$ cat src/hw/rtl/encoder_button_serial_bridge_top_defines.svh
// ---------------------------------------------------------------------------
// Assertion macros for the encoder button serial bridge
// Clocked on clk_i and disabled while rst_ni is low.
// ---------------------------------------------------------------------------
`ifndef ENCODER_BUTTON_SERIAL_BRIDGE_TOP_DEFINES_SVH
`define ENCODER_BUTTON_SERIAL_BRIDGE_TOP_DEFINES_SVH

// Same-cycle implication.
`define EBSB_ASSERT_NOW(lbl, ante, cons, msg) \
  lbl: assert property (@(posedge clk_i) disable iff (!rst_ni) (ante) |-> (cons)) \
    else $error(msg);

// Next-cycle implication.
`define EBSB_ASSERT_NEXT(lbl, ante, cons, msg) \
  lbl: assert property (@(posedge clk_i) disable iff (!rst_ni) (ante) |=> (cons)) \
    else $error(msg);

`endif

$ cat src/hw/rtl/ebsb_pkg.sv
// ---------------------------------------------------------------------------
// ebsb_pkg
// Widths, register map and the encoder step table.
// ---------------------------------------------------------------------------
package ebsb_pkg;

  localparam int unsigned NUM_BUTTONS = 8;
  localparam int unsigned BUTTON_W    = 8;
  localparam int unsigned FLAG_W      = 8;
  localparam int unsigned COUNT_W     = 8;
  localparam int unsigned HIST_W      = 4;
  localparam int unsigned DELTA_W     = 8;
  localparam int unsigned POS_W       = 5;
  localparam int unsigned FRAME_BITS  = 24;

  // APB register map
  localparam int unsigned PADDR_W = 3;
  localparam int unsigned PDATA_W = 32;
  localparam logic [PADDR_W-3:0] REG_LONG_PRESS_TICKS = 1'b0;
  localparam logic [COUNT_W-1:0] LONG_TICKS_RST       = 8'd80;

  // Byte boundaries inside the frame
  localparam logic [POS_W-1:0] POS_SHORT = 5'd0;
  localparam logic [POS_W-1:0] POS_LONG  = 5'd8;
  localparam logic [POS_W-1:0] POS_DELTA = 5'd16;
  localparam logic [POS_W-1:0] POS_LAST  = 5'(FRAME_BITS - 1);
  localparam logic [POS_W-1:0] POS_END   = 5'(FRAME_BITS);

  localparam logic [COUNT_W-1:0] COUNT_MAX = '1;

  typedef enum logic {
    FUNC_TICK  = 1'b0,
    FUNC_SHIFT = 1'b1
  } func_e;

  // Half-resolution quadrature step, indexed by {old A, old B, new A, new B}
  localparam logic [DELTA_W-1:0] STEP_TABLE [16] = '{
    8'h00, 8'h00, 8'hFF, 8'h00, 8'h00, 8'h00, 8'h00, 8'h01,
    8'h01, 8'h00, 8'h00, 8'h00, 8'h00, 8'hFF, 8'h00, 8'h00
  };

endpackage

$ cat src/hw/rtl/ebsb_in_if.sv
// ---------------------------------------------------------------------------
// ebsb_in_if
// Request channel: sample ticks and shift clock edges.
// ---------------------------------------------------------------------------
interface ebsb_in_if;
  logic                          valid;
  logic                          ready;
  logic                          func;
  logic                          phase_a;
  logic                          phase_b;
  logic [ebsb_pkg::BUTTON_W-1:0] buttons_pressed;

  modport source (
    output valid, func, phase_a, phase_b, buttons_pressed,
    input  ready
  );
  modport sink (
    input  valid, func, phase_a, phase_b, buttons_pressed,
    output ready
  );
endinterface

$ cat src/hw/rtl/ebsb_out_if.sv
// ---------------------------------------------------------------------------
// ebsb_out_if
// Result channel: serial line level and frame position.
// ---------------------------------------------------------------------------
interface ebsb_out_if;
  logic                       valid;
  logic                       ready;
  logic                       data_bit;
  logic [ebsb_pkg::POS_W-1:0] bit_index;
  logic                       frame_end;

  modport source (
    output valid, data_bit, bit_index, frame_end,
    input  ready
  );
  modport sink (
    input  valid, data_bit, bit_index, frame_end,
    output ready
  );
endinterface

$ cat src/hw/rtl/encoder_button_serial_bridge_top.sv
// ---------------------------------------------------------------------------
// encoder_button_serial_bridge_top
// Quadrature encoder and long-press button scanner with a 24-bit serial frame.
// ---------------------------------------------------------------------------
// Usage:
//   in_i carries one request per pin event. func = tick samples the encoder
//   phases and button levels; func = shift drives the next frame bit (short
//   flags, long flags, then rotation delta, LSB first).
//   out_o returns exactly one result per request: the line level, the frame
//   position just driven and a frame end flag (both zero on ticks).
//   The result is registered: a request accepted at an edge shows its result
//   after that edge. Throughput is one request per cycle while out_o is not
//   stalled, set by the single result register; all state updates in the accept cycle.
//   in_i.ready stays high while the result register is empty or being taken
//   this cycle; a stalled receiver holds the result and stalls the sender.
//   The APB port holds long_press_ticks at address 0 (reset 80); write it
//   only while no request is in flight.
//   Reset clears all flags, counters, the delta and the frame position and
//   empties the result register.
// ---------------------------------------------------------------------------
`include "encoder_button_serial_bridge_top_defines.svh"

module encoder_button_serial_bridge_top #(
  parameter int unsigned NumButtons = ebsb_pkg::NUM_BUTTONS
) (
  input  logic                           clk_i,
  input  logic                           rst_ni,
  ebsb_in_if.sink                        in_i,
  ebsb_out_if.source                     out_o,
  input  logic                           psel,
  input  logic                           penable,
  input  logic                           pwrite,
  input  logic [ebsb_pkg::PADDR_W-1:0]   paddr,
  input  logic [ebsb_pkg::PDATA_W-1:0]   pwdata,
  output logic [ebsb_pkg::PDATA_W-1:0]   prdata,
  output logic                           pready
);

  localparam int unsigned CW = ebsb_pkg::COUNT_W;
  localparam int unsigned FW = ebsb_pkg::FLAG_W;
  localparam int unsigned PW = ebsb_pkg::POS_W;

  logic [CW-1:0]                     long_ticks_q;
  logic [ebsb_pkg::HIST_W-1:0]       hist_q, hist_d;
  logic [ebsb_pkg::DELTA_W-1:0]      delta_q, delta_d;
  logic [FW-1:0]                     short_q, short_d;
  logic [FW-1:0]                     long_q, long_d;
  logic [NumButtons-1:0]             held_q, held_d;
  logic [CW-1:0]                     count_q [NumButtons];
  logic [CW-1:0]                     count_d [NumButtons];
  logic [PW-1:0]                     pos_q, pos_d;
  logic [FW-1:0]                     latch_q, latch_d;
  logic                              line_q, line_d;

  logic                              out_valid_q;
  logic                              out_data_q, out_data_d;
  logic [PW-1:0]                     out_idx_q, out_idx_d;
  logic                              out_end_q, out_end_d;

  logic                              in_fire;
  logic                              cfg_write;

  // ---------------------------------------------------------------------
  // APB register
  // ---------------------------------------------------------------------
  assign pready    = 1'b1;
  assign cfg_write = psel && penable && pwrite && pready &&
                     (paddr[ebsb_pkg::PADDR_W-1:2] == ebsb_pkg::REG_LONG_PRESS_TICKS);
  assign prdata    = (paddr[ebsb_pkg::PADDR_W-1:2] == ebsb_pkg::REG_LONG_PRESS_TICKS) ?
                     {{(ebsb_pkg::PDATA_W-CW){1'b0}}, long_ticks_q} : '0;

  always_ff @(posedge clk_i or negedge rst_ni) begin
    if (!rst_ni) begin
      long_ticks_q <= ebsb_pkg::LONG_TICKS_RST;
    end else if (cfg_write) begin
      long_ticks_q <= pwdata[CW-1:0];
    end
  end

  // ---------------------------------------------------------------------
  // Handshake
  // ---------------------------------------------------------------------
  assign in_i.ready = !out_valid_q || out_o.ready;
  assign in_fire    = in_i.valid && in_i.ready;

  assign out_o.valid     = out_valid_q;
  assign out_o.data_bit  = out_data_q;
  assign out_o.bit_index = out_idx_q;
  assign out_o.frame_end = out_end_q;

  // ---------------------------------------------------------------------
  // Next state
  // ---------------------------------------------------------------------
  always_comb begin
    hist_d    = hist_q;
    delta_d   = delta_q;
    short_d   = short_q;
    long_d    = long_q;
    held_d    = held_q;
    count_d   = count_q;
    pos_d     = pos_q;
    latch_d   = latch_q;
    line_d    = line_q;
    out_data_d = line_q;
    out_idx_d  = '0;
    out_end_d  = 1'b0;

    if (in_fire) begin
      if (ebsb_pkg::func_e'(in_i.func) == ebsb_pkg::FUNC_TICK) begin
        hist_d  = {hist_q[1:0], in_i.phase_a, in_i.phase_b};
        delta_d = delta_q + ebsb_pkg::STEP_TABLE[hist_d];
        for (int k = 0; k < NumButtons; k++) begin
          if (in_i.buttons_pressed[k]) begin
            held_d[k] = 1'b1;
            if (count_q[k] < long_ticks_q) begin
              count_d[k] = count_q[k] + 1'b1;
            end else if (count_q[k] == long_ticks_q) begin
              long_d[k] = 1'b1;
              if (count_q[k] != ebsb_pkg::COUNT_MAX) begin
                count_d[k] = count_q[k] + 1'b1;
              end
            end
          end else if (held_q[k]) begin
            if (count_q[k] < long_ticks_q) begin
              short_d[k] = 1'b1;
            end
            count_d[k] = '0;
            held_d[k]  = 1'b0;
          end
        end
      end else if (pos_q >= ebsb_pkg::POS_END) begin
        // unreachable position: hold the line and restart the frame
        out_idx_d = pos_q;
        pos_d     = '0;
      end else begin
        // latch each byte and clear its source at the byte start
        priority if (pos_q == ebsb_pkg::POS_SHORT) begin
          latch_d = short_q;
          short_d = '0;
        end else if (pos_q == ebsb_pkg::POS_LONG) begin
          latch_d = long_q;
          long_d  = '0;
        end else if (pos_q == ebsb_pkg::POS_DELTA) begin
          latch_d = delta_q;
          delta_d = '0;
        end else begin
          latch_d = latch_q;
        end
        line_d     = latch_d[pos_q[2:0]];
        out_data_d = line_d;
        out_idx_d  = pos_q;
        out_end_d  = (pos_q == ebsb_pkg::POS_LAST);
        pos_d      = out_end_d ? '0 : pos_q + 1'b1;
      end
    end
  end

  // ---------------------------------------------------------------------
  // State and result registers
  // ---------------------------------------------------------------------
  always_ff @(posedge clk_i or negedge rst_ni) begin
    if (!rst_ni) begin
      hist_q      <= '0;
      delta_q     <= '0;
      short_q     <= '0;
      long_q      <= '0;
      held_q      <= '0;
      pos_q       <= '0;
      latch_q     <= '0;
      line_q      <= 1'b0;
      out_valid_q <= 1'b0;
      for (int k = 0; k < NumButtons; k++) begin
        count_q[k] <= '0;
      end
    end else begin
      hist_q  <= hist_d;
      delta_q <= delta_d;
      short_q <= short_d;
      long_q  <= long_d;
      held_q  <= held_d;
      count_q <= count_d;
      pos_q   <= pos_d;
      latch_q <= latch_d;
      line_q  <= line_d;
      if (in_fire) begin
        out_valid_q <= 1'b1;
      end else if (out_o.ready) begin
        out_valid_q <= 1'b0;
      end
    end
  end

  always_ff @(posedge clk_i) begin
    if (in_fire) begin
      out_data_q <= out_data_d;
      out_idx_q  <= out_idx_d;
      out_end_q  <= out_end_d;
    end
  end

  // ---------------------------------------------------------------------
  // Assertions
  // ---------------------------------------------------------------------
  `EBSB_ASSERT_NOW(a_pos_in_frame, 1'b1, pos_q < ebsb_pkg::POS_END,
    "frame position left the frame")
  `EBSB_ASSERT_NOW(a_end_at_last, out_valid_q && out_end_q,
    out_idx_q == ebsb_pkg::POS_LAST, "frame end away from last bit")
  `EBSB_ASSERT_NEXT(a_tick_result, in_fire && !in_i.func,
    out_valid_q && !out_end_q && (out_idx_q == '0), "tick result carries a position")
  `EBSB_ASSERT_NEXT(a_short_cleared, in_fire && in_i.func && (pos_q == ebsb_pkg::POS_SHORT),
    short_q == '0, "short flags not cleared at frame start")

endmodule

$ cat src/flat_wrapper.sv
// flat-port wrapper written by rule: the top's interface ports become plain ports
module encoder_button_serial_bridge_top_flat 
#(
  parameter int unsigned NumButtons = ebsb_pkg::NUM_BUTTONS
)
  (clk_i, rst_ni, psel, penable, pwrite, paddr, pwdata, prdata, pready, in_i_valid, in_i_func, in_i_phase_a, in_i_phase_b, in_i_buttons_pressed, in_i_ready, out_o_valid, out_o_data_bit, out_o_bit_index, out_o_frame_end, out_o_ready);
  ebsb_in_if in_i_i ();
  ebsb_out_if out_o_i ();
  input  logic clk_i;
  input  logic rst_ni;
  input  logic psel;
  input  logic penable;
  input  logic pwrite;
  input  logic [ebsb_pkg::PADDR_W-1:0] paddr;
  input  logic [ebsb_pkg::PDATA_W-1:0] pwdata;
  output logic [ebsb_pkg::PDATA_W-1:0] prdata;
  output logic pready;
  input wire logic [$bits(in_i_i.valid)-1:0] in_i_valid;
  input wire logic [$bits(in_i_i.func)-1:0] in_i_func;
  input wire logic [$bits(in_i_i.phase_a)-1:0] in_i_phase_a;
  input wire logic [$bits(in_i_i.phase_b)-1:0] in_i_phase_b;
  input wire logic [$bits(in_i_i.buttons_pressed)-1:0] in_i_buttons_pressed;
  output wire logic [$bits(in_i_i.ready)-1:0] in_i_ready;
  output wire logic [$bits(out_o_i.valid)-1:0] out_o_valid;
  output wire logic [$bits(out_o_i.data_bit)-1:0] out_o_data_bit;
  output wire logic [$bits(out_o_i.bit_index)-1:0] out_o_bit_index;
  output wire logic [$bits(out_o_i.frame_end)-1:0] out_o_frame_end;
  input wire logic [$bits(out_o_i.ready)-1:0] out_o_ready;
  assign in_i_i.valid = in_i_valid;
  assign in_i_i.func = in_i_func;
  assign in_i_i.phase_a = in_i_phase_a;
  assign in_i_i.phase_b = in_i_phase_b;
  assign in_i_i.buttons_pressed = in_i_buttons_pressed;
  assign in_i_ready = in_i_i.ready;
  assign out_o_valid = out_o_i.valid;
  assign out_o_data_bit = out_o_i.data_bit;
  assign out_o_bit_index = out_o_i.bit_index;
  assign out_o_frame_end = out_o_i.frame_end;
  assign out_o_i.ready = out_o_ready;
  encoder_button_serial_bridge_top #(.NumButtons(NumButtons)) u_core (.clk_i(clk_i), .rst_ni(rst_ni), .in_i(in_i_i), .out_o(out_o_i), .psel(psel), .penable(penable), .pwrite(pwrite), .paddr(paddr), .pwdata(pwdata), .prdata(prdata), .pready(pready));
endmodule
$ cat config.mk
export PLATFORM = sky130hd
export DESIGN_NAME = encoder_button_serial_bridge_top_flat
export DESIGN_NICKNAME = d
export VERILOG_FILES = /design/src/hw/rtl/ebsb_pkg.sv /design/src/hw/rtl/ebsb_in_if.sv /design/src/hw/rtl/ebsb_out_if.sv /design/src/hw/rtl/encoder_button_serial_bridge_top.sv /design/src/flat_wrapper.sv
export VERILOG_INCLUDE_DIRS = /design/src /design/src/hw/rtl
export SDC_FILE = /design/constraint.sdc
export NUM_CORES = 1
export LEC_CHECK = 0
export BUFFER_PORTS_ARGS = -buffer_cell sky130_fd_sc_hd__buf_2
export CAP_MARGIN = 10
export CORE_ASPECT_RATIO = 1.4
export CORE_UTILIZATION = 40
export DETAILED_ROUTE_END_ITERATION = 10
export REMOVE_ABC_BUFFERS = 1
export SLEW_MARGIN = 20
export SYNTH_ARGS = -nofsm -noshare
export SYNTH_HDL_FRONTEND = slang
export SYNTH_SLANG_ARGS = --single-unit
export TNS_END_PERCENT = 50
$ cat constraint.sdc
create_clock -name clk_i -period 3.89 [get_ports clk_i]
set_clock_uncertainty 0.1 [all_clocks]
set_input_delay 0.389 -clock clk_i [delete_from_list [all_inputs] [get_ports clk_i]]
set_output_delay 0.389 -clock clk_i [all_outputs]
set_load 0.1 [all_outputs]
=== Word level (Yosys, flattened, before mapping) ===
Memory sizes are Yosys's and may differ from the RTL's.
Index checks and enable logic that the tools add are counted.

* Add/subtract/negate cells: 10
* Magnitude comparators: 11
* Eq/ne operators: 57
* Muxes and demuxes: 125
* Bitwise operators: 4
* Reduce and logical (&&, ||, !) cells: 77

{| class="wikitable"
|+ Operators by type and width
! operator !! count
|-
| 2-to-1 mux 8 bit || 61
|-
| nonzero test 2 bit || 41
|-
| adder 8 x 1 -> 8 bit, second input constant || 8
|-
| equality test 8 bit || 8
|-
| < comparator 8 bit || 8
|-
| != test 8 bit, second input constant || 8
|-
| 2-to-1 mux 1 bit || 61
|-
| AND reduction 7 bit || 8
|-
| != test 3 x 1 -> 1 bit, second input constant || 16
|-
| AND reduction 6 bit || 8
|-
| AND reduction 5 bit || 9
|-
| != test 2 bit, second input constant || 19
|-
| equality test 5 bit, second input constant || 2
|-
| >= comparator 5 bit, second input constant || 2
|-
| 2-to-1 mux 5 bit || 2
|-
| adder 8 bit || 1
|-
| != test 2 x 1 -> 1 bit, second input constant || 3
|-
| adder 5 x 1 -> 5 bit, second input constant || 1
|-
| equality test 5 x 4 -> 1 bit, second input constant || 1
|-
| zero test 5 bit || 1
|-
| inverter 4 -> 5 bit || 1
|-
| logical AND 1 bit || 4
|-
| < comparator 3 x 4 -> 1 bit, second input constant || 1
|-
| AND reduction 2 bit || 2
|-
| 6 further kinds || 8
|}

* Bits in registers: 128
* Memory bits (read-only): 128
* Memories kept: 1

{| class="wikitable"
|+ Memory list
! name !! depth !! width !! read ports !! clocked after memory_dff !! write ports !! line !! text
|-
| (name not given) || 16 || 8 || 1 || 0 || 0 || encoder_button_serial_bridge_top.sv:111 || <nowiki>delta_d = delta_q + ebsb_pkg::STEP_TABLE[hist_d];</nowiki>
|}

=== Logic depth before layout (Yosys ltp) ===
* Word-level depth: 11
* Mapped depth: 12
* Mapped depth without buffers: 12

=== Worst setup path after synthesis ===
Ideal clock, no wire load.

* Path type: register to register
* Start point: register u_core.out_valid_q, in the netlist u_core.out_o.valid
* End point: register u_core.count_q[53] (netlist bit)
* Setup time: 0.092 ns
* Arrival time: 3.292 ns
* Required time: 3.698 ns
* Slack: 0.407 ns
* Cell stages (with the launch flop): 10
* Path buffers: 2
* Path through: dfrtp_1 nand2b_1 nand2_1 inv_1 nand2b_1 a311o_1 buf_6 or2_0 buf_2 o31ai_2

* Cells in the longest elaborated chain, start to end: 4

{| class="wikitable"
|+ RTL lines
! element !! line !! text
|-
| from (decl) || encoder_button_serial_bridge_top.sv:55 || <nowiki>logic out_valid_q;</nowiki>
|-
| from (signal assigned) || encoder_button_serial_bridge_top.sv:171 || <nowiki>out_valid_q <= 1'b0;</nowiki>
|-
| from (signal assigned) || encoder_button_serial_bridge_top.sv:186 || <nowiki>out_valid_q <= 1'b1;</nowiki>
|-
| from (signal assigned) || encoder_button_serial_bridge_top.sv:188 || <nowiki>out_valid_q <= 1'b0;</nowiki>
|-
| zero test 1 bit || encoder_button_serial_bridge_top.sv:83 || <nowiki>assign in_i.ready = !out_valid_q || out_o.ready;</nowiki>
|-
| logical OR 1 bit || encoder_button_serial_bridge_top.sv:83 ||
|-
| named net in_i_ready || flat_wrapper.sv:23 || <nowiki>output wire logic [$bits(in_i_i.ready)-1:0] in_i_ready;</nowiki>
|-
| logical AND 1 bit || encoder_button_serial_bridge_top.sv:84 || <nowiki>assign in_fire = in_i.valid && in_i.ready;</nowiki>
|-
| named net u_core.in_fire || encoder_button_serial_bridge_top.sv:60 || <nowiki>logic in_fire;</nowiki>
|-
| AND reduction 5 bit (no line) || -- ||
|-
| to (signal assigned) || encoder_button_serial_bridge_top.sv:181 || <nowiki>count_q <= count_d;</nowiki>
|-
| to (decl) || encoder_button_serial_bridge_top.sv:49 || <nowiki>logic [CW-1:0] count_q [NumButtons];</nowiki>
|}

The timed path passes the listed nets, and every way through them passes these cells.
A chain may end at the register's enable or synchronous reset.

=== Worst setup path in the final report ===
* Start point: register u_core.long_ticks_q[1]
* End point: register u_core.count_q[53] (netlist bit)

* Cells in the longest elaborated chain, start to end: 3
* Elaborated cells between the ends (all ways): 7
* Classes of those cells: 1 x order compare; 3 x eq/ne; 2 x mux; 1 x reduce/logical

{| class="wikitable"
|+ RTL lines
! element !! line !! text
|-
| from (decl) || encoder_button_serial_bridge_top.sv:43 || <nowiki>logic [CW-1:0] long_ticks_q;</nowiki>
|-
| from (signal assigned) || encoder_button_serial_bridge_top.sv:74 || <nowiki>long_ticks_q <= ebsb_pkg::LONG_TICKS_RST;</nowiki>
|-
| from (signal assigned) || encoder_button_serial_bridge_top.sv:76 || <nowiki>long_ticks_q <= pwdata[CW-1:0];</nowiki>
|-
| < comparator 8 bit or equality test 8 bit (tied branches) || encoder_button_serial_bridge_top.sv:115, encoder_button_serial_bridge_top.sv:117 ||
|-
| != test 3 x 1 -> 1 bit (no line) or 2-to-1 mux 8 bit (tied branches) || -- ||
|-
| AND reduction 5 bit (no line) or 2-to-1 mux 8 bit (tied branches) || -- ||
|}

Parallel ways exist; a longest one is shown, timed or not.

==> flow_summary.json <==
{
  "status": "completed",
  "hold_viol_final": 0,
  "worst-r2r-setup-slack_ns": 0.64,
  "worstPathMaxFanout": 10,
  "utilization": 0.4576,
  "fin_area_um2": 9407,
  "criticalPathCategory": "flop to flop",
  "dp.cells": 1238,
  "viasPerCell": 5.595,
  "ys_async_sr_fraction": 0.9453,
  "hpwlAfterDp_mm": 14.83,
  "gr-total-overflow": 0,
  "coreArea_um2": 20560,
  "drv_cap": 0,
  "path_clk_slew_ns": 0.06,
  "slew_violations": 0,
  "syn_inst": 964,
  "cts_tree": "yes",
  "setup_slack_ns": 0.6351,
  "post_cts_buffers": 0,
  "path_cells": "inv_1, ha_1, nor2b_4, o211ai_2, a21oi_1, a2111o_1, a311o_1, or2_0, o31ai_2",
  "synth-compound-area-share": 0.1942,
  "fillCellCount": 1971,
  "syn-cell-area_um2": 8397,
  "critPathMaxStageDelay_ns": 0.51,
  "antenna_cells": 0,
  "grt_pass1_vias": 7011,
  "synth-edff-count": 7,
  "max-vdd-ir-drop_v": 0.0003128,
  "dpl_cell_area_um2": 8793,
  "r2r_start": "u_core.long_ticks_q[1]$_DFFE_PN0P_",
  "yosysTopAreaCell": "dfrtp_1",
  "hp-start": "pwdata[5]",
  "grt_max_degree": 51,
  "period_minus_slack_ns": 3.255,
  "start_util": 0.4085,
  "slew-limit-headroom": 0.3808,
  "synth_xor_area_frac": 0.009388,
  "clkSinkCount": 128,
  "cts-root-buf": "clkbuf_16",
  "hold_depth": 2,
  "drtIter0Drc": 378,
  "synth_area_leaders": "dfrtp_1 35%, ha_1 12%, o21ai_0 5.5%",
  "gp_congestion": 0.8122,
  "yosys.area_share.adder": 0.1231,
  "drc": 0,
  "synth-simple-area-share": 0.2050,
  "htreeDepth": 4,
  "whs_endpoint": "u_core.long_ticks_q[5]$_DFFE_PN0P_",
  "grtUsageTotal": 0.1995,
  "drt_pre_antenna_iters": 5,
  "grt_pass1_wl_mm": 34.93,
  "synthMuxAreaShare": 0.02176,
  "place.port_buffers": 43,
  "die_w_um": 124.5,
  "wl_mm": 20.55,
  "synth_top_family_by_area": "simple AND/OR/NAND/NOR gates",
  "cts_buffer_depth": 2,
  "layout.nets": 1137,
  "post_cts_resized": 0,
  "clk_latency_ns": 0.42,
  "rr_endpoint": "u_core.count_q[53]$_DFFE_PN0P_",
  "synth_top_area_frac": 0.3546,
  "syn_avg_cell_area_um2": 8.710,
  "seq_area_frac_synth": 0.3859,
  "ys.flop_type": "dfrtp_1",
  "io_pins": 95,
  "setup_violations": 0,
  "wl_per_cell_um": 16.17,
  "die_h_um": 173.4,
  "layout-drive-gt1-share": 0.1044,
  "slowest_stage": "a311o_1",
  "fmax_mhz": 307.2,
  "leakage_nw": 4.220,
  "rsz0062_at_grt": "false",
  "hold_path.class": "input pin to flop",
  "crit_arrival_ns": 3.48,
  "antenna_found_initial": 0,
  "cp-start-kind": "flop",
  "hold_buffers": 1,
  "ys_ff_latch": 128,
  "critical_path_required_ns": 4.11,
  "routed-via-count": 7111,
  "power_density_nw_per_um2": 597.6,
  "cts_made_buffers": 17,
  "synth_cell_type_count": 62,
  "rows": 62,
  "ys_warn_count": 0,
  "synthTopCellsByCount": "119 x dfrtp_1, 110 x nand2_1, 93 x o21ai_0, 81 x ha_1, 69 x nor2_1",
  "final_cell_count_no_fill": 1271,
  "syn2layout_area_growth_pct": 12.03,
  "cp-end-kind": "flop",
  "synth.most_common_cell": "dfrtp_1",
  "dieArea_um2": 21580,
  "period_share": 0.8367,
  "pre_cts_slack_ns": 0.6168,
  "postRouteAntennaNets": 0,
  "reg2reg_depth": 9,
  "tightest_slew_ns": 0.9288
}
worst max-delay path, delay by kind of cell (launching register included):
kind                     cells  cell delay (ns)
flip-flops                   1             0.37
AO/OA/AOI/OAI                5             1.42
buffers and inverters        1             0.37
adder cells (fa/ha/maj)      1             0.34
AND/OR/NAND/NOR              2             0.54
report_power, final:
group / switching (mW) / leakage [nW] / internal (mW)
Combinational: 1.22 / 2.31 / 0.719
Sequential: 0.389 / 1.62 / 1.66
Clock: 0.606 / 0.287 / 1.02
how the worst max path moves through the flow:
stage                                             from  depth (start not counted)  slack [ns]                        endpoint
floorplan               u_core.out_o.valid$_DFFE_PN0P_                          6       -0.22  u_core.count_q[13]$_DFFE_PN0P_
global placement    u_core.long_ticks_q[1]$_DFFE_PN0P_                          9        0.67  u_core.count_q[53]$_DFFE_PN0P_
detailed placement  u_core.long_ticks_q[1]$_DFFE_PN0P_                          9        0.62  u_core.count_q[53]$_DFFE_PN0P_
CTS                 u_core.long_ticks_q[1]$_DFFE_PN0P_                          9        0.61  u_core.count_q[53]$_DFFE_PN0P_
global route        u_core.long_ticks_q[1]$_DFFE_PN0P_                          9        0.50  u_core.count_q[53]$_DFFE_PN0P_
finish              u_core.long_ticks_q[1]$_DFFE_PN0P_                          9        0.64  u_core.count_q[53]$_DFFE_PN0P_
placed cells by master (no fill, tap or decap), types with 19 or more instances in the layout:
cell,instances
nand3_1,42
nand2_1,110
o21ai_1,19
a21oi_1,64
o31ai_1,22
ha_1,81
inv_1,46
conb_1,25
o21ai_0,93
dfrtp_1,119
buf_2,42
nor2_1,68
nand4_1,30
registers in the layout (all words and copies together) (netlist names):
register	cells
u_core.held_q	8
u_core.short_q	8
u_core.long_q	8
u_core.out_o.valid	1
u_core.long_ticks_q	8
u_core.out_o.bit_index	5
u_core.out_o.data_bit	1
u_core.line_q	1
u_core.delta_q	8
u_core.out_o.frame_end	1
u_core.count_q	64
u_core.pos_q	5
u_core.latch_q	8
u_core.hist_q	2
metal layers:
metal | up-vias | global-route usage | part of all wire
met2 | 148 | 0.3513 | 0.50
met3 | 35 | 0.03117 | 0.033
met4 | 0 | 0.08133 | 0.027
met1 | 3388 | 0.2409 | 0.44
met5 | - | 0 | 0
li1 | 3540 | - | -
logic make-up (layout without fill, tap and decap cells):
logic type / after synthesis / after routing
AOI/OAI and AO/OA: 269 / 269
xor gates and xnor gates: 9 / 9
adders and majority gates: 82 / 82
buffers and inverters: 106 / 134
DFF: 128 / 128
muxes: 17 / 17
other: 2 / 25
and+or+nand+nor: 351 / 351
cell type report:
class	instances	area, um^2	share of cell area
tap	256	320.3	0.03405
clock inverter	9	105.1	0.01117
multi-input combinational	753	4743	0.5043
sequential	128	3241	0.3445
clock buffer	23	498.0	0.05294
timing repair buffer	55	322.8	0.03432
inverter	47	176.4	0.01875
metrics by stage:
| stage | hold slack [ns] | setup TNS [ns] | power (mW) |
|---|---|---|---|
| 6_report | 0.09875 | 0 | 5.622 |
| 5_1_grt | 0.09522 | 0 | 6.041 |
| 4_1_cts | 0.08338 | 0 | 5.669 |
| 3_5_place_dp | 0.3702 | 0 | 4.006 |
| 3_3_place_gp | 0.3640 | 0 | 3.956 |
| 2_1_floorplan | -0.006591 | -1.126 | 3.451 |
Power figures use the tool's default switching activity.
